==> src/hdl/ubre_pkg.sv <==
// ----------------------------------------------------------------------------
// ubre_pkg
// Shared types and constants of the 8-N-1 receiver with frame echo.
// ----------------------------------------------------------------------------
package ubre_pkg;

  localparam int unsigned TickW  = 16;
  localparam int unsigned DataW  = 8;
  localparam int unsigned PhaseW = 4;
  localparam int unsigned CfgIdxW = 2;

  localparam logic [PhaseW-1:0] RxIdle   = 4'd9;
  localparam logic [PhaseW-1:0] TxStop   = 4'd9;
  localparam logic [PhaseW-1:0] TxPastStop = 4'd10;

  localparam logic [TickW-1:0] TxBitReset   = 16'd100;
  localparam logic [TickW-1:0] RxBitReset   = 16'd108;
  localparam logic [TickW-1:0] RxFirstReset = 16'd108;

  localparam int unsigned QDepth = 2;

  typedef enum logic [CfgIdxW-1:0] {
    CFG_TX_BIT   = 2'd0,
    CFG_RX_BIT   = 2'd1,
    CFG_RX_FIRST = 2'd2
  } cfg_idx_e;

  typedef struct packed {
    logic [TickW-1:0] tx_bit_ticks;
    logic [TickW-1:0] rx_bit_ticks;
    logic [TickW-1:0] rx_first_ticks;
  } cfg_t;

  typedef struct packed {
    logic             store;
    logic [DataW-1:0] value;
  } word_t;

  function automatic logic [TickW-1:0] ticks_of(input logic [TickW-1:0] v);
    ticks_of = (v == '0) ? TickW'(1) : v;
  endfunction

endpackage

==> src/hdl/uart_block_receive_echo_top.sv <==
// ----------------------------------------------------------------------------
// uart_block_receive_echo_top
// Timed 8-N-1 receiver that stores bytes in a frame buffer and echoes the
// full frame on the transmit line.
//
//   port group   direction  handshake                 payload
//   in           to block   in_valid_i / in_stall_o   rx_level_i
//   out          from block out_valid_o / out_stall_i tx_level_o, byte_done_o,
//                                                      byte_value_o
//   cfg          to block   cfg_we_i                  cfg_idx_i, cfg_data_i
//
// One tick word is taken per cycle while in_stall_o is low; its result word
// passes the receive front, then the two-entry queue, then the echo back and
// is registered in the output register of the echo back. in_stall_o rises
// only when the queue is full. Reset clears all timing and count state;
// there is no clearing pass.
// ----------------------------------------------------------------------------
module uart_block_receive_echo_top #(
  parameter int unsigned FRAME_BYTES = 11
) (
  input  logic                           clk_i,
  input  logic                           rst_ni,
  input  logic                           in_valid_i,
  output logic                           in_stall_o,
  input  logic                           rx_level_i,
  output logic                           out_valid_o,
  input  logic                           out_stall_i,
  output logic                           tx_level_o,
  output logic                           byte_done_o,
  output logic [ubre_pkg::DataW-1:0]     byte_value_o,
  input  logic                           cfg_we_i,
  input  logic [ubre_pkg::CfgIdxW-1:0]   cfg_idx_i,
  input  logic [ubre_pkg::TickW-1:0]     cfg_data_i
);

  ubre_pkg::cfg_t  cfg_q;
  ubre_pkg::word_t front_word;
  ubre_pkg::word_t back_word;
  logic            q_full;
  logic            q_avail;
  logic            q_pop;
  logic            accept;

  assign in_stall_o = q_full;
  assign accept     = in_valid_i && !q_full;

  always_ff @(posedge clk_i or negedge rst_ni) begin
    if (!rst_ni) begin
      cfg_q.tx_bit_ticks   <= ubre_pkg::TxBitReset;
      cfg_q.rx_bit_ticks   <= ubre_pkg::RxBitReset;
      cfg_q.rx_first_ticks <= ubre_pkg::RxFirstReset;
    end else if (cfg_we_i) begin
      case (cfg_idx_i)
        ubre_pkg::CFG_TX_BIT:   cfg_q.tx_bit_ticks   <= cfg_data_i;
        ubre_pkg::CFG_RX_BIT:   cfg_q.rx_bit_ticks   <= cfg_data_i;
        ubre_pkg::CFG_RX_FIRST: cfg_q.rx_first_ticks <= cfg_data_i;
        default: ;
      endcase
    end
  end

  ubre_front u_front (
    .clk_i      (clk_i),
    .rst_ni     (rst_ni),
    .cfg_i      (cfg_q),
    .accept_i   (accept),
    .rx_level_i (rx_level_i),
    .word_o     (front_word)
  );

  ubre_queue u_queue (
    .clk_i   (clk_i),
    .rst_ni  (rst_ni),
    .push_i  (accept),
    .word_i  (front_word),
    .full_o  (q_full),
    .pop_i   (q_pop),
    .avail_o (q_avail),
    .word_o  (back_word)
  );

  ubre_back #(
    .FRAME_BYTES (FRAME_BYTES)
  ) u_back (
    .clk_i        (clk_i),
    .rst_ni       (rst_ni),
    .cfg_i        (cfg_q),
    .avail_i      (q_avail),
    .word_i       (back_word),
    .pop_o        (q_pop),
    .out_valid_o  (out_valid_o),
    .out_stall_i  (out_stall_i),
    .tx_level_o   (tx_level_o),
    .byte_done_o  (byte_done_o),
    .byte_value_o (byte_value_o)
  );

endmodule

==> src/hdl/ubre_front.sv <==
// ----------------------------------------------------------------------------
// ubre_front
// Receive timing: start edge detection, data sampling and byte completion.
// ----------------------------------------------------------------------------
module ubre_front (
  input  logic                          clk_i,
  input  logic                          rst_ni,
  input  ubre_pkg::cfg_t                cfg_i,
  input  logic                          accept_i,
  input  logic                          rx_level_i,
  output ubre_pkg::word_t               word_o
);

  logic [ubre_pkg::PhaseW-1:0] phase_q, phase_d;
  logic [ubre_pkg::TickW-1:0]  timer_q, timer_d;
  logic                        prev_q, prev_d;
  logic [ubre_pkg::DataW-1:0]  shift_q, shift_d;
  logic [ubre_pkg::TickW-1:0]  timer_m;
  logic [ubre_pkg::PhaseW-1:0] phase_n;

  always_comb begin
    phase_d      = phase_q;
    timer_d      = timer_q;
    shift_d      = shift_q;
    prev_d       = rx_level_i;
    word_o.store = 1'b0;
    timer_m      = timer_q - ubre_pkg::TickW'(1);
    phase_n      = phase_q + ubre_pkg::PhaseW'(1);
    if (phase_q == ubre_pkg::RxIdle) begin
      if (prev_q && !rx_level_i) begin
        phase_d = '0;
        timer_d = ubre_pkg::ticks_of(cfg_i.rx_first_ticks);
      end
    end else begin
      timer_d = timer_m;
      if (timer_m == '0) begin
        phase_d = phase_n;
        if (phase_n == ubre_pkg::RxIdle) begin
          word_o.store = 1'b1;
        end else begin
          shift_d[3'(phase_n - ubre_pkg::PhaseW'(1))] = rx_level_i;
          timer_d = ubre_pkg::ticks_of(cfg_i.rx_bit_ticks);
        end
      end
    end
    word_o.value = shift_q;
  end

  always_ff @(posedge clk_i or negedge rst_ni) begin
    if (!rst_ni) begin
      phase_q <= ubre_pkg::RxIdle;
      timer_q <= '0;
      prev_q  <= 1'b1;
      shift_q <= '0;
    end else if (accept_i) begin
      phase_q <= phase_d;
      timer_q <= timer_d;
      prev_q  <= prev_d;
      shift_q <= shift_d;
    end
  end

endmodule

==> src/hdl/ubre_queue.sv <==
// ----------------------------------------------------------------------------
// ubre_queue
// Short word queue between the receive front and the echo back.
// ----------------------------------------------------------------------------
module ubre_queue (
  input  logic            clk_i,
  input  logic            rst_ni,
  input  logic            push_i,
  input  ubre_pkg::word_t word_i,
  output logic            full_o,
  input  logic            pop_i,
  output logic            avail_o,
  output ubre_pkg::word_t word_o
);

  localparam int unsigned PtrW = $clog2(ubre_pkg::QDepth);
  localparam int unsigned CntW = $clog2(ubre_pkg::QDepth + 1);

  ubre_pkg::word_t mem_q [ubre_pkg::QDepth];
  logic [PtrW-1:0] wr_q, wr_d, rd_q, rd_d;
  logic [CntW-1:0] cnt_q, cnt_d;

  assign full_o  = (cnt_q == CntW'(ubre_pkg::QDepth));
  assign avail_o = (cnt_q != '0);
  assign word_o  = mem_q[rd_q];

  always_comb begin
    wr_d  = push_i ? ((wr_q == PtrW'(ubre_pkg::QDepth - 1)) ? '0 : wr_q + PtrW'(1)) : wr_q;
    rd_d  = pop_i  ? ((rd_q == PtrW'(ubre_pkg::QDepth - 1)) ? '0 : rd_q + PtrW'(1)) : rd_q;
    cnt_d = cnt_q + CntW'(push_i) - CntW'(pop_i);
  end

  always_ff @(posedge clk_i) begin
    if (push_i) begin
      mem_q[wr_q] <= word_i;
    end
  end

  always_ff @(posedge clk_i or negedge rst_ni) begin
    if (!rst_ni) begin
      wr_q  <= '0;
      rd_q  <= '0;
      cnt_q <= '0;
    end else begin
      wr_q  <= wr_d;
      rd_q  <= rd_d;
      cnt_q <= cnt_d;
    end
  end

endmodule

==> src/hdl/ubre_back.sv <==
// ----------------------------------------------------------------------------
// ubre_back
// Frame buffer, echo start and transmit bit timing, with the output register.
// ----------------------------------------------------------------------------
module ubre_back #(
  parameter int unsigned FRAME_BYTES = 11
) (
  input  logic                         clk_i,
  input  logic                         rst_ni,
  input  ubre_pkg::cfg_t               cfg_i,
  input  logic                         avail_i,
  input  ubre_pkg::word_t              word_i,
  output logic                         pop_o,
  output logic                         out_valid_o,
  input  logic                         out_stall_i,
  output logic                         tx_level_o,
  output logic                         byte_done_o,
  output logic [ubre_pkg::DataW-1:0]   byte_value_o
);

  localparam int unsigned CntW = $clog2(FRAME_BYTES + 1);
  localparam int unsigned IdxW = (FRAME_BYTES > 1) ? $clog2(FRAME_BYTES) : 1;
  localparam logic [CntW-1:0] Full = CntW'(FRAME_BYTES);

  logic [ubre_pkg::DataW-1:0]  buf_q [FRAME_BYTES];
  logic [CntW-1:0]             count_q, count_d;
  logic                        busy_q, busy_d;
  logic [CntW-1:0]             byte_q, byte_d;
  logic [ubre_pkg::PhaseW-1:0] bit_q, bit_d;
  logic [ubre_pkg::TickW-1:0]  timer_q, timer_d;
  logic [ubre_pkg::DataW-1:0]  shift_q, shift_d;
  logic                        out_valid_q, out_valid_d;
  logic                        txl_q, txl_d;
  logic                        done_q;
  logic [ubre_pkg::DataW-1:0]  value_q, value_d;

  logic                        adv;
  logic                        wr;
  logic                        echo;
  logic [CntW-1:0]             count_a;
  logic [CntW-1:0]             byte_n;
  logic [ubre_pkg::PhaseW-1:0] bit_n;
  logic [ubre_pkg::TickW-1:0]  timer_m;
  logic [IdxW-1:0]             rd_addr;
  logic [ubre_pkg::DataW-1:0]  rd_data;

  assign adv   = avail_i && (!out_valid_q || !out_stall_i);
  assign pop_o = adv;

  always_comb begin
    wr      = word_i.store && (count_q < Full);
    count_a = wr ? count_q + CntW'(1) : count_q;
    echo    = !busy_q && (count_a >= Full);
    byte_n  = byte_q + CntW'(1);
    rd_addr = echo ? '0 : byte_n[IdxW-1:0];
    rd_data = (wr && (count_q[IdxW-1:0] == rd_addr)) ? word_i.value : buf_q[rd_addr];

    count_d = echo ? '0 : count_a;
    busy_d  = busy_q;
    byte_d  = byte_q;
    bit_d   = bit_q;
    timer_d = timer_q;
    shift_d = shift_q;
    if (echo) begin
      busy_d  = 1'b1;
      byte_d  = '0;
      bit_d   = '0;
      timer_d = ubre_pkg::ticks_of(cfg_i.tx_bit_ticks);
      shift_d = rd_data;
    end

    txl_d   = 1'b1;
    timer_m = timer_d - ubre_pkg::TickW'(1);
    bit_n   = bit_d + ubre_pkg::PhaseW'(1);
    if (busy_d) begin
      if (bit_d == '0) begin
        txl_d = 1'b0;
      end else if (bit_d >= ubre_pkg::TxStop) begin
        txl_d = 1'b1;
      end else begin
        txl_d = shift_d[0];
      end
      timer_d = timer_m;
      if (timer_m == '0) begin
        if (bit_d != '0 && bit_d < ubre_pkg::TxStop) begin
          shift_d = shift_d >> 1;
        end
        bit_d   = bit_n;
        timer_d = ubre_pkg::ticks_of(cfg_i.tx_bit_ticks);
        if (bit_n == ubre_pkg::TxPastStop) begin
          bit_d  = '0;
          byte_d = byte_n;
          if (byte_n >= Full) begin
            busy_d  = 1'b0;
            byte_d  = '0;
            timer_d = '0;
          end else begin
            shift_d = rd_data;
          end
        end
      end
    end

    value_d = wr ? word_i.value : '0;

    if (adv) begin
      out_valid_d = 1'b1;
    end else if (out_stall_i) begin
      out_valid_d = out_valid_q;
    end else begin
      out_valid_d = 1'b0;
    end
  end

  always_ff @(posedge clk_i) begin
    if (adv && wr) begin
      buf_q[count_q[IdxW-1:0]] <= word_i.value;
    end
    if (adv) begin
      txl_q   <= txl_d;
      value_q <= value_d;
    end
  end

  always_ff @(posedge clk_i or negedge rst_ni) begin
    if (!rst_ni) begin
      count_q     <= '0;
      busy_q      <= 1'b0;
      byte_q      <= '0;
      bit_q       <= '0;
      timer_q     <= '0;
      shift_q     <= '0;
      out_valid_q <= 1'b0;
      done_q      <= 1'b0;
    end else begin
      out_valid_q <= out_valid_d;
      if (adv) begin
        count_q <= count_d;
        busy_q  <= busy_d;
        byte_q  <= byte_d;
        bit_q   <= bit_d;
        timer_q <= timer_d;
        shift_q <= shift_d;
        done_q  <= wr;
      end
    end
  end

  assign out_valid_o  = out_valid_q;
  assign tx_level_o   = txl_q;
  assign byte_done_o  = done_q;
  assign byte_value_o = value_q;

endmodule

==> config.mk <==
export PLATFORM = sky130hd
export DESIGN_NAME = uart_block_receive_echo_top
export DESIGN_NICKNAME = d
export VERILOG_FILES = /design/src/hdl/ubre_pkg.sv /design/src/hdl/uart_block_receive_echo_top.sv /design/src/hdl/ubre_front.sv /design/src/hdl/ubre_queue.sv /design/src/hdl/ubre_back.sv
export SDC_FILE = /design/constraint.sdc
export NUM_CORES = 1
export LEC_CHECK = 0
export BUFFER_PORTS_ARGS = -buffer_cell sky130_fd_sc_hd__buf_2
export CORE_ASPECT_RATIO = 0.8
export CORE_MARGIN = 8
export CORE_UTILIZATION = 44
export CTS_BUF_LIST = sky130_fd_sc_hd__clkbuf_8
export CTS_CLUSTER_DIAMETER = 200
export DETAILED_ROUTE_END_ITERATION = 10
export PLACE_DENSITY = 0.59
export SYNTH_ARGS = -nofsm -noshare
export SYNTH_HDL_FRONTEND = slang
export SYNTH_SLANG_ARGS = --single-unit
export TNS_END_PERCENT = 20
==> constraint.sdc <==
create_clock -name clk_i -period 6.4 [get_ports clk_i]
set_clock_uncertainty 0.1 [all_clocks]
set_input_delay 0.32 -clock clk_i [delete_from_list [all_inputs] [get_ports clk_i]]
set_output_delay 0.32 -clock clk_i [all_outputs]
set_load 0.02 [all_outputs]
==> results of run 1 <==
==> cell usage after synthesis (all sizes together) (9+ instances only) <==
cell type,instances
edfxtp,115
a211oi,13
and2,12
nor4,21
and3,17
xnor2,25
xor2,19
mux2,64
a31oi,18
ha,17
dfrtp,106
or3,10
inv,29
nand2,130
mux2i,25
nand3,32
dfstp,14
o211ai,10
nand3b,9
o21ai,63
nor2,101
nand4,14
o31ai,9
clkbuf,40
buf,26
nor3,43
a21oi,66
==> routing by layer <==
layer	track usage, %	wire (microns)
met1	30.3	16600
met3	4.29	2740
met5	0	0
met2	28.0	14400
met4	3.97	516
==> layout by cell type, fill, tap and decap left out, types with 5 or more instances in the layout <==
master,n
or4_1,5
o21ai_0,57
mux2_2,64
a31oi_1,18
xnor2_1,25
buf_2,34
nand3_1,30
xor2_1,18
dfrtp_1,106
a21oi_1,66
inv_1,48
or3_1,10
edfxtp_1,115
o211ai_1,10
buf_4,17
or2_2,7
a211oi_1,10
clkbuf_8,45
dlygate4sd3_1,19
o2bb2ai_1,7
a211o_1,8
nand3b_1,9
nor2b_1,8
nand2_1,128
dfstp_2,14
nor3_1,35
o31ai_1,7
nor2_1,98
nand4_1,14
and2_1,12
ha_1,17
a311oi_1,8
o21ai_1,5
and3_1,17
mux2i_1,24
nor4_1,19
nor3b_1,5
==> worst min path at each step <==
stage / from / to / slack (ps) / cells after the start
2_1_floorplan: rst_ni / cfg_q[0]$_DFFE_PN0P_ / -80 / 0
3_3_place_gp: rst_ni / cfg_q[17]$_DFFE_PN0P_ / 290 / 1
3_5_place_dp: rst_ni / cfg_q[1]$_DFFE_PN0P_ / 290 / 1
4_1_cts: in_valid_i / u_front.prev_q$_DFFE_PN1P_ / 120 / 4
5_1_grt: in_valid_i / u_front.prev_q$_DFFE_PN1P_ / 210 / 4
6_report: in_valid_i / u_front.prev_q$_DFFE_PN1P_ / 140 / 4
==> power by group through the flow <==
stage	Combinational, mW	Clock [mW]	Sequential [mW]
after floorplan	1.18	0	2.12
after global placement	1.52	0	2.24
after detailed placement	1.55	0	2.24
after CTS	1.56	1.34	2.22
after global routing	1.73	1.40	2.26
final	1.57	1.30	2.23
==> cell type report <==
cell class                 instances  area (sq um)
timing repair buffer              70           488
inverter                          30           113
fill                            2508         14200
antenna                            1          2.50
sequential                       235          6470
clock inverter                    27           150
tap                              370           463
multi-input combinational        847          5660
clock buffer                      45           619
==> logic make-up after synthesis <==
| family | count (synthesis) | share of synthesized area [%] |
|---|---|---|
| muxes | 92 | 8.33 |
| AOI/OAI and AO/OA | 266 | 14.5 |
| buffers and inverters | 96 | 3.28 |
| and+or+nand+nor | 428 | 17.3 |
| DFF | 235 | 51.7 |
| xor gates and xnor gates | 44 | 3.08 |
| adders and majority gates | 17 | 1.70 |
==> metrics by stage <==
stage | utilization (%) | setup WS, ps | hold slack, ps | total power [mW]
2_1_floorplan | - | 1450 | -75.6 | 3.30
3_3_place_gp | 46.2 | 1270 | 289 | 3.76
3_5_place_dp | 46.2 | 1070 | 286 | 3.79
4_1_cts | 49.6 | 1030 | 116 | 5.12
5_1_grt | 49.6 | 533 | 213 | 5.40
6_report | 49.6 | 969 | 144 | 5.10
==> state kept, by name, summed over array words and instances (netlist names), 2 cells and up <==
name,count
u_queue.cnt_q,2
u_back.count_q,4
u_queue.mem_q,18
u_front.timer_q,16
u_back.byte_value_o,8
u_back.buf_q,88
u_front.shift_q,8
u_back.byte_q,4
u_back.timer_q,16
u_back.bit_q,4
cfg_q,48
u_front.phase_q,4
u_back.shift_q,8
==> worst max-delay path, stage by stage (launching register included) <==
cell and delay, ps:
dfrtp_1 690, mux2i_2 540, a211oi_2 140, o31ai_4 300, buf_4 340, mux2i_1 280
ha_1 180, buf_4 230, nor4b_1 400, nand2_1 170, nor2_1 150, xor2_1 110
o22ai_1 300, nand3_4 230, nor3_2 780, nand2_1 190, o21ai_0 200
==> repair_timing <==
item,CTS,global route
buffers inserted,0,0
endpoints found under the hold margin,85,0
hold buffers,19,0
==> summary.txt, run 1 <==
Run status
  • Outcome: complete, no violations

STA
  • Final TNS setup: 0 ps
  • RSZ-0062 raised after global routing: no
  • Hold Fails Final Rpt: 0
  • Worst-margin pin slew: 1190 ps
  • Final setup violation count: 0
  • Tmin final: 5430 ps
  • Max_slew headroom: 20.6%
  • Final Max Slew Viols: 0
  • Max Clk Rate: 184 MHz
  • Post-route clock period utilization: 84.9%

Synth
  • Synth warn: 0
  • Synth area leaders: edfxtp_1, dfrtp_1, mux2_2, nand2_1, dfstp_2
  • Synthesized cell area: 12,500 sq um
  • Area leader, netlist: edfxtp_1
  • Top_reg_cell synth: edfxtp_1
  • Yosys reg bits: 235
  • Unique cell type count in the Yosys netlist: 86
  • Area fraction of the dominant cell type after synthesis: 27.6%
  • Syn nets: 1,219
  • Synth Instances: 1,178
  • Post-synthesis sequential area ratio: 51.7%
  • Mapped Avg Cell Area: 10.6 sq um
  • Async SR Flop Fraction: 51.1%
  • EDFF count, synth: 115

GRT
  • GR Overflow Total: 0
  • Total GRT Usage: 19.8%
  • Largest net degree at the start of global routing: 73
  • First-pass GRT wire length: 54,400 microns
  • Vias in the first global route: 9,346
  • Initial antenna violation count: 1

Route
  • Pre-antenna DRT Iters: 5
  • 1st-iter DRT viols: 975
  • Vias per cell: 5.91
  • Post-route ant nets: 0
  • Via count: 9,602
  • Routed WL per cell: 21.0 microns
  • # DRC: 0
  • Routed wire length: 34,200 microns

Clock network
  • PostCTS Resize Cnt: 0
  • Htree depth: 2
  • Clk Latency, worst-skew pair: 550 ps
  • CTS Sinks: 235
  • Reg clk slew, reported paths: 60 ps
  • CTS tree: built
  • Root Driver: clkbuf_8
  • CTS Buf Count: 39
  • CTS max path bufs: 3

Placed design
  • Gp weighted congestion: 0.912
  • Port-buffer cells: 35
  • Dpl hpwl: 23,400 microns
  • DP Cell Count: 1,533
  • Placed Area: 13,000 sq um

Power and ir drop
  • Sequential power share: 43.7%
  • Internal power: 3.17 mW
  • Psw: 1.92 mW
  • VDD IR max: 0.236 mV
  • Switch share: 37.7%
  • Pleak: 5.43 nW
  • Clock network power share: 25.6%
  • Pwr/cell area: 365 nW/um^2
  • Comb power frac: 30.8%

Finish
  • Final instance area: 14,000 sq um
  • Area grow syn2layout: 11.6%
  • Non-Filler Instances: 1,625
  • Nets: 1,264
  • Share of layout cells above drive strength 1: 17.9%

Floorplan
  • Die X: 205 microns
  • Die Footprint: 34,100 sq um
  • IO Count: 36
  • Core Area: 28,100 sq um
  • Die Height: 167 microns
  • Cell row count: 55
  • Initial Utilization: 44.5%

Setup path
  • CP required: 6750 ps
  • WS Path Type: register to register
  • R2r endpoint: u_back.timer_q[12]$_DFFE_PN0P_
  • CP Capture Type: register
  • Critical R2R Launch: u_queue.rd_q$_DFFE_PN0P_
  • Worst R2R Setup Slack: 970 ps
  • Critical Path Start: u_queue.rd_q$_DFFE_PN0P_
  • Arrival time worst endpoint: 5790 ps
  • FF-to-FF path depth: 16
  • Crit path launch type: register
  • Crit path capture: u_back.timer_q[12]$_DFFE_PN0P_
  • Worst-path maximum fanout: 21

Min path
  • Worst Hold Class: primary input to register

Run
  • Max_cap viols: 0
(Power assumes the default switching activity.)
==> run 2: changes to the inputs <==
--- a/config.mk
+++ b/config.mk
@@ -5,6 +5,7 @@
 export SDC_FILE = /design/constraint.sdc
 export NUM_CORES = 1
 export LEC_CHECK = 0
+export ABC_AREA = 1
 export BUFFER_PORTS_ARGS = -buffer_cell sky130_fd_sc_hd__buf_2
 export CORE_ASPECT_RATIO = 0.8
 export CORE_MARGIN = 8
@@ -12,7 +13,7 @@
 export CTS_BUF_LIST = sky130_fd_sc_hd__clkbuf_8
 export CTS_CLUSTER_DIAMETER = 200
 export DETAILED_ROUTE_END_ITERATION = 10
-export PLACE_DENSITY = 0.59
+export PLACE_DENSITY = 0.61
 export SYNTH_ARGS = -nofsm -noshare
 export SYNTH_HDL_FRONTEND = slang
 export SYNTH_SLANG_ARGS = --single-unit
==> constraint.sdc (replaced) <==
create_clock -name clk_i -period 4.9 [get_ports clk_i]
set_clock_uncertainty 0.1 [all_clocks]
set_input_delay 0.245 -clock clk_i [delete_from_list [all_inputs] [get_ports clk_i]]
set_output_delay 0.245 -clock clk_i [all_outputs]
set_load 0.02 [all_outputs]
==> summary.txt, run 2 <==
Synth
  • Adder-cell share of the synthesized area: 1.68% (-0.022 points)
  • Post-synthesis sequential area ratio: 51.1% (-0.67 points)
  • Post-Synth Simple-Gate Area: 27.1% (+9.7 points)
  • Mapped Avg Cell Area: 8.34 sq um (-21%)
  • EDFF count, synth: 115 (unchanged)
  • Unique cell type count in the Yosys netlist: 45 (-48%)
  • Top-count cell post-synth: nand2_1
  • Yosys reg bits: 235 (unchanged)
  • Async SR Flop Fraction: 51.1% (unchanged)
  • Synthesized cell area: 12,700 sq um (+1.3%)
  • Synth Instances: 1,520 (+29%)
  • Top_reg_cell synth: edfxtp_1
  • Area fraction of the dominant cell type after synthesis: 27.2% (-0.36 points)
  • Syn nets: 1,561 (+28%)
  • Proportion of synthesized area in mux cells: 0.424% (-7.9 points)
  • Synth cell count leaders: nand2_1, inv_1, o21ai_0
  • Synth Area in XOR/XNOR: 1.24% (-1.8 points)
  • Synth area leaders: edfxtp_1, dfrtp_1, nand2_1, o21ai_0, inv_1
  • Combinational family with the most area after synthesis: simple AND/OR/NAND/NOR gates
  • Synth warn: 0 (unchanged)
  • Compound-Gate Fraction of Synth Area: 11.2% (-3.4 points)
  • Area leader, netlist: edfxtp_1

Clock network
  • CTS tree: built
  • Clk Latency, worst-skew pair: 560 ps (about the same)
  • CTS Sinks: 235 (unchanged)
  • Root Driver: clkbuf_8
  • Setup bufs post-CTS: 0 (unchanged)
  • CTS max path bufs: 3 (unchanged)
  • Reg clk slew, reported paths: 60 ps (about the same)
  • Hold_buf cts: 19 (unchanged)
  • CTS Buf Count: 40 (+2.6%)
  • PostCTS Resize Cnt: 0 (unchanged)
  • Htree depth: 2 (unchanged)

Floorplan
  • Core Area: 28,300 sq um (+0.49%)
  • Die Height: 168 microns (+0.59%)
  • Die Footprint: 34,500 sq um (+1.2%)
  • Die X: 206 microns (+0.60%)
  • Initial Utilization: 44.8% (+0.36 points)
  • Cell row count: 55 (unchanged)
  • IO Count: 36 (unchanged)

Setup path
  • Worst-path maximum fanout: 26 (+24%)
  • CP required: 5220 ps (-1530 ps)
  • Crit path launch type: register
  • Arrival time worst endpoint: 4550 ps (-1240 ps)
  • CP Capture Type: register
  • WS Path Type: register to register

Run status
  • Outcome: complete, no violations

Placed design
  • Port-buffer cells: 35 (unchanged)
  • Dpl ws: 665 ps (-401 ps)
  • Gp weighted congestion: 0.930 (+2.0%)
  • Dpl hpwl: 23,000 microns (-1.7%)

Finish
  • Max reg flops: 88 (unchanged)
  • Total of fill cells in the finished design: 2,676 (+6.7%)
  • N_diodes: 0 (-1)
  • Fin util: 50.0% (+0.34 points)
  • Most frequent cells in the layout: nand2_1, inv_1, o21ai_0
  • Nets: 1,623 (+28%)
  • Commonest non-fill, non-tap cell in the layout: nand2_1
  • Share of layout cells above drive strength 1: 12.4% (-5.5 points)
  • Area grow syn2layout: 11.4%

GRT
  • Initial antenna violation count: 0 (-1)
  • Vias in the first global route: 9,933 (+6.3%)
  • First-pass GRT wire length: 54,100 microns (-0.70%)
  • Total GRT Usage: 19.3% (-0.48 points)
  • GR Overflow Total: 0 (unchanged)
  • Largest net degree at the start of global routing: 53 (-27%)

STA
  • RSZ-0062 raised after global routing: no
  • Worst-margin pin slew: 1030 ps (-151 ps)
  • Max Clk Rate: 236 MHz (+28%)
  • Hold Fails Final Rpt: 0 (unchanged)
  • Tmin final: 4230 ps (-1200 ps)
  • Max_slew headroom: 30.8% (+10 points)
  • Final TNS setup: 0 ps (unchanged)
  • Final setup violation count: 0 (unchanged)
  • Final setup margin: 670 ps (-299 ps)
  • Worst hold slack: 104 ps (-39.2 ps)
  • Post-route clock period utilization: 86.3% (+1.5 points)
  • Final Max Slew Viols: 0 (unchanged)

Run
  • Max_cap viols: 0 (unchanged)

Power and ir drop
  • Total power: 7.20 mW (+41%)
  • Internal power: 4.19 mW (+32%)
  • Pleak: 6.44 nW (+19%)
  • Pwr/cell area: 510 nW/um^2 (+40%)
  • Sequential power share: 39.4% (-4.3 points)
  • Comb power frac: 38.0% (+7.2 points)
  • VDD IR max: 0.497 mV (+110%)
  • Psw: 3.01 mW (+57%)
  • Switch share: 41.9% (+4.1 points)
  • Clock network power share: 22.6% (-3.0 points)

Route
  • 1st-iter DRT viols: 975 (unchanged)
  • Post-route ant nets: 0 (unchanged)
  • Vias per cell: 5.28 (-11%)
  • Via count: 10,500 (+9.0%)
  • # DRC: 0 (unchanged)
  • Routed wire length: 33,000 microns (-3.5%)
  • Pre-antenna DRT Iters: 5 (unchanged)
  • Routed WL per cell: 16.7 microns (-21%)

Min path
  • Worst Hold Class: primary input to register
## run 2: logic make-up after synthesis
group                      Yosys count
and+or+nand+nor                    764
DFF                                235
AOI/OAI and AO/OA                  255
adders and majority gates           17
muxes                                5
buffers and inverters              226
xor gates and xnor gates            18
## run 2: final timing paths
check | startpoint | end | slack, ps | cells past startpoint
max | u_back.count_q[1]$_DFFE_PN0P_ | u_back.byte_q[3]$_DFFE_PN0P_ | 670 | 26
min | in_valid_i | u_front.prev_q$_DFFE_PN1P_ | 100 | 3
max reg2reg | u_back.count_q[1]$_DFFE_PN0P_ | u_back.byte_q[3]$_DFFE_PN0P_ | 670 | 26
min reg2reg | u_back.shift_q[6]$_DFFE_PN0P_ | u_back.shift_q[6]$_DFFE_PN0P_ | 370 | 2
max in group asynchronous | rst_ni | u_front.phase_q[3]$_DFFE_PN1P_ | 3550 | 3
min in group asynchronous | rst_ni | u_back.shift_q[2]$_DFFE_PN0P_ | 150 | 2
## run 2: through the flow
step | std cells | area [sq um]
final | 1982 | 14100
after global routing | 1982 | 14100
after CTS | 1982 | 14100
after detailed placement | 1891 | 13200
after global placement | 1891 | 13200
after floorplan | 1520 | 12700
## run 2: layout make-up
| type | instances | area, sq um | area share, % |
|---|---|---|---|
| inverter | 167 | 629 | 4.45 |
| tap | 370 | 463 | 3.28 |
| clock buffer | 42 | 578 | 4.09 |
| sequential | 235 | 6470 | 45.8 |
| clock inverter | 30 | 145 | 1.03 |
| timing repair buffer | 79 | 556 | 3.93 |
| multi-input combinational | 1059 | 5290 | 37.4 |
## run 2: layer usage
metal  wire (microns)  global-route usage (%)  vias up
met4              562                    5.21        0
li1                 -                       -     5208
met1            16400                    29.0     4926
met2            14300                    28.4      293
met5                0                       0        -
met3             1810                    3.05       43
## run 2: power by group through the flow
| stage | Clock [mW] | Combinational [mW] | Sequential [mW] |
|---|---|---|---|
| after detailed placement | 0 | 2.72 | 2.87 |
| final | 1.62 | 2.74 | 2.84 |
| after global placement | 0 | 2.69 | 2.87 |
| after global routing | 1.76 | 3.10 | 2.88 |
| after CTS | 1.68 | 2.74 | 2.84 |
| after floorplan | 0 | 2.00 | 2.83 |
## run 2: critical path, cell delays in order, from the launching register on
cell and delay [ps]:
dfrtp_1 460, ha_1 290, o21ai_4 200, nand2_4 150
nand2_1 90, nand2_1 70, nand2_1 120, nand2_4 200
nand3_4 290, nand2_1 90, nand2_1 150, ha_1 190
nand2_1 120, nor2_1 310, nand3_1 140, nand2_1 80
nand2_1 60, inv_1 100, nand2_1 90, nor2_4 160
nand3_4 230, nand2_1 120, nand2_1 50, nand2_1 50
nand2_1 70, nand2_1 60, nand2_1 60
==> run 3: changes to the inputs <==
--- a/config.mk
+++ b/config.mk
@@ -7,6 +7,7 @@
 export LEC_CHECK = 0
 export ABC_AREA = 1
 export BUFFER_PORTS_ARGS = -buffer_cell sky130_fd_sc_hd__buf_2
+export CAP_MARGIN = 25
 export CORE_ASPECT_RATIO = 0.8
 export CORE_MARGIN = 8
 export CORE_UTILIZATION = 44
==> constraint.sdc (replaced) <==
create_clock -name clk_i -period 4.9 [get_ports clk_i]
set_clock_uncertainty 0.1 [all_clocks]
set_input_delay 0.245 -clock clk_i [delete_from_list [all_inputs] [get_ports clk_i]]
set_output_delay 0.245 -clock clk_i [all_outputs]
set_load 0.005 [all_outputs]
==> summary.txt, run 3 (synthesis results as in run 2) <==
Floorplan
  • IO Count: 36 (unchanged)
  • Cell row count: 55 (unchanged)
  • Die X: 206 microns (unchanged)
  • Initial Utilization: 44.8% (unchanged)
  • Core Area: 28,300 sq um (unchanged)
  • Die Height: 168 microns (unchanged)
  • Die Footprint: 34,500 sq um (unchanged)

Clock network
  • Setup bufs post-CTS: 0 (unchanged)
  • CTS Sinks: 235 (unchanged)
  • Reg clk slew, reported paths: 60 ps (about the same)
  • Root Driver: clkbuf_8
  • PostCTS Resize Cnt: 0 (unchanged)
  • Hold_buf cts: 19 (unchanged)
  • CTS tree: built
  • CTS max path bufs: 3 (unchanged)
  • CTS Buf Count: 40 (unchanged)
  • Htree depth: 2 (unchanged)
  • Clk Latency, worst-skew pair: 570 ps (about the same)

Finish
  • Most frequent cells in the layout: nand2_1, inv_1, o21ai_0
  • Share of layout cells above drive strength 1: 12.5% (+0.054 points)
  • Nets: 1,624 (+0.062%)
  • N_diodes: 0 (unchanged)
  • Max reg flops: 88 (unchanged)
  • Total of fill cells in the finished design: 2,672 (-0.15%)
  • Area grow syn2layout: 11.6%
  • Final instance area: 14,100 sq um (+0.11%)
  • Commonest non-fill, non-tap cell in the layout: nand2_1

Power and ir drop
  • Psw: 2.96 mW (-1.7%)
  • VDD IR max: 0.493 mV (-0.82%)
  • Pleak: 6.45 nW (+0.12%)
  • Internal power: 4.19 mW (about the same)
  • Pwr/cell area: 505 nW/um^2 (-0.84%)
  • Switch share: 41.4% (-0.43 points)
  • Clock network power share: 22.7% (about the same)
  • Comb power frac: 37.5% (-0.5 points)
  • Sequential power share: 39.7% (+0.3 points)

Route
  • Routed WL per cell: 16.7 microns (about the same)
  • Via count: 10,400 (-0.39%)
  • # DRC: 0 (unchanged)
  • Routed wire length: 33,000 microns (+0.10%)
  • 1st-iter DRT viols: 897 (-8.0%)
  • Vias per cell: 5.26 (-0.44%)
  • Pre-antenna DRT Iters: 6 (+1)
  • Post-route ant nets: 0 (unchanged)

Setup path
  • Crit. path cell count: 26 (unchanged)
  • WS Path Type: register to register
  • Cell mode on critical path: nand2_1
  • Slowest stage delay, CP: 460 ps (about the same)
  • CP max-delay cell: dfrtp_1
  • Crit path launch type: register
  • FF-to-FF path depth: 26 (unchanged)
  • Family with the most delay on the worst path: simple AND/OR/NAND/NOR gates
  • CP Capture Type: register
  • Arrival time worst endpoint: 4590 ps (+40 ps)
  • Worst-path maximum fanout: 26 (unchanged)
  • CP required: 5240 ps (+20 ps)
  • Worst path bufs/invs: 2 (+1)

STA
  • Max_slew headroom: 33.6% (+2.7 points)
  • Final Max Slew Viols: 0 (unchanged)
  • Max Clk Rate: 236 MHz (-0.29%)
  • Final TNS setup: 0 ps (unchanged)
  • Tmin final: 4240 ps (+12.4 ps)
  • RSZ-0062 raised after global routing: no
  • Final setup violation count: 0 (unchanged)
  • Hold Fails Final Rpt: 0 (unchanged)
  • Post-route clock period utilization: 86.6% (+0.25 points)
  • Worst-margin pin slew: 993 ps (-41.0 ps)

Run
  • Max_cap viols: 0 (unchanged)

Placed design
  • Port-buffer cells: 35 (unchanged)
  • Placed Area: 13,200 sq um (unchanged)
  • Dpl hpwl: 23,000 microns (unchanged)
  • Gp weighted congestion: 0.930 (unchanged)

Run status
  • Outcome: complete, no violations

GRT
  • Total GRT Usage: 19.3% (unchanged)
  • GR Overflow Total: 0 (unchanged)
  • Largest net degree at the start of global routing: 53 (unchanged)
  • Vias in the first global route: 9,933 (unchanged)
  • First-pass GRT wire length: 54,100 microns (unchanged)
  • Initial antenna violation count: 0 (unchanged)

Min path
  • Worst Hold Class: primary input to register
  • Hold path cells: 3 (unchanged)
run 3: changes by cell type in the layout (fill, tap and decap cells not counted):
cell   delta
buf_8     +1
run 3: area by class of cell:
| class | instances | area (sq um) | area share [%] |
|---|---|---|---|
| Inverter | 167 | 629 | 4.45 |
| Sequential cell | 235 | 6470 | 45.8 |
| Timing Repair Buffer | 80 | 571 | 4.03 |
| Clock inverter | 30 | 145 | 1.03 |
| Clock buffer | 42 | 578 | 4.09 |
| Tap cell | 370 | 463 | 3.27 |
| Multi-Input combinational cell | 1059 | 5290 | 37.4 |
run 3: power groups by stage:
stage	clock network [mW]	registers, mW	logic, mW
2_1_floorplan	0	2.78	2.00
3_3_place_gp	0	2.87	2.64
3_5_place_dp	0	2.87	2.67
4_1_cts	1.68	2.84	2.68
5_1_grt	1.76	2.88	3.04
6_report	1.63	2.84	2.68
run 3: metal layers:
| metal | share of wire [%] | global-route usage [%] | up-vias | routed length (microns) |
|---|---|---|---|---|
| met3 | 5.5 | 3.05 | 42 | 1810 |
| met1 | 50 | 29.0 | 4901 | 16400 |
| met5 | 0 | 0 | - | 0 |
| li1 | - | - | 5213 | - |
| met2 | 43 | 28.4 | 273 | 14300 |
| met4 | 1.7 | 5.21 | 0 | 573 |
run 3: per-stage QoR:
stage                     cells  util [%]  power, mW  setup slack, ps  hold slack (ps)
final                      1983      50.0       7.15              657              103
after global placement     1891      46.7       5.51              707              205
after global routing       1983      50.0       7.69              191              101
after CTS                  1982      50.0       7.20              664             47.0
after floorplan            1520         -       4.77             1310             -151
after detailed placement   1891      46.7       5.54              665              211
run 3: worst paths after layout:
kind | start | endpoint | slack (ps)
worst max-delay path | u_back.count_q[1]$_DFFE_PN0P_ | u_back.shift_q[7]$_DFFE_PN0P_ | 660
worst min-delay path | in_valid_i | u_front.prev_q$_DFFE_PN1P_ | 100
worst max register to register | u_back.count_q[1]$_DFFE_PN0P_ | u_back.shift_q[7]$_DFFE_PN0P_ | 660
worst min register to register | u_back.shift_q[6]$_DFFE_PN0P_ | u_back.shift_q[6]$_DFFE_PN0P_ | 370
max in group asynchronous | rst_ni | u_front.phase_q[3]$_DFFE_PN1P_ | 3550
min in group asynchronous | rst_ni | u_back.shift_q[2]$_DFFE_PN0P_ | 140
run 3: worst register-to-register path, delay by kind of cell, from the launching register on:
family                   cells  cell delay (ps)
AND/OR/NAND/NOR             21             2790
adder cells (fa/ha/maj)      2              510
flip-flops                   1              460
AO/OA/AOI/OAI                1              200
buffers and inverters        2              110
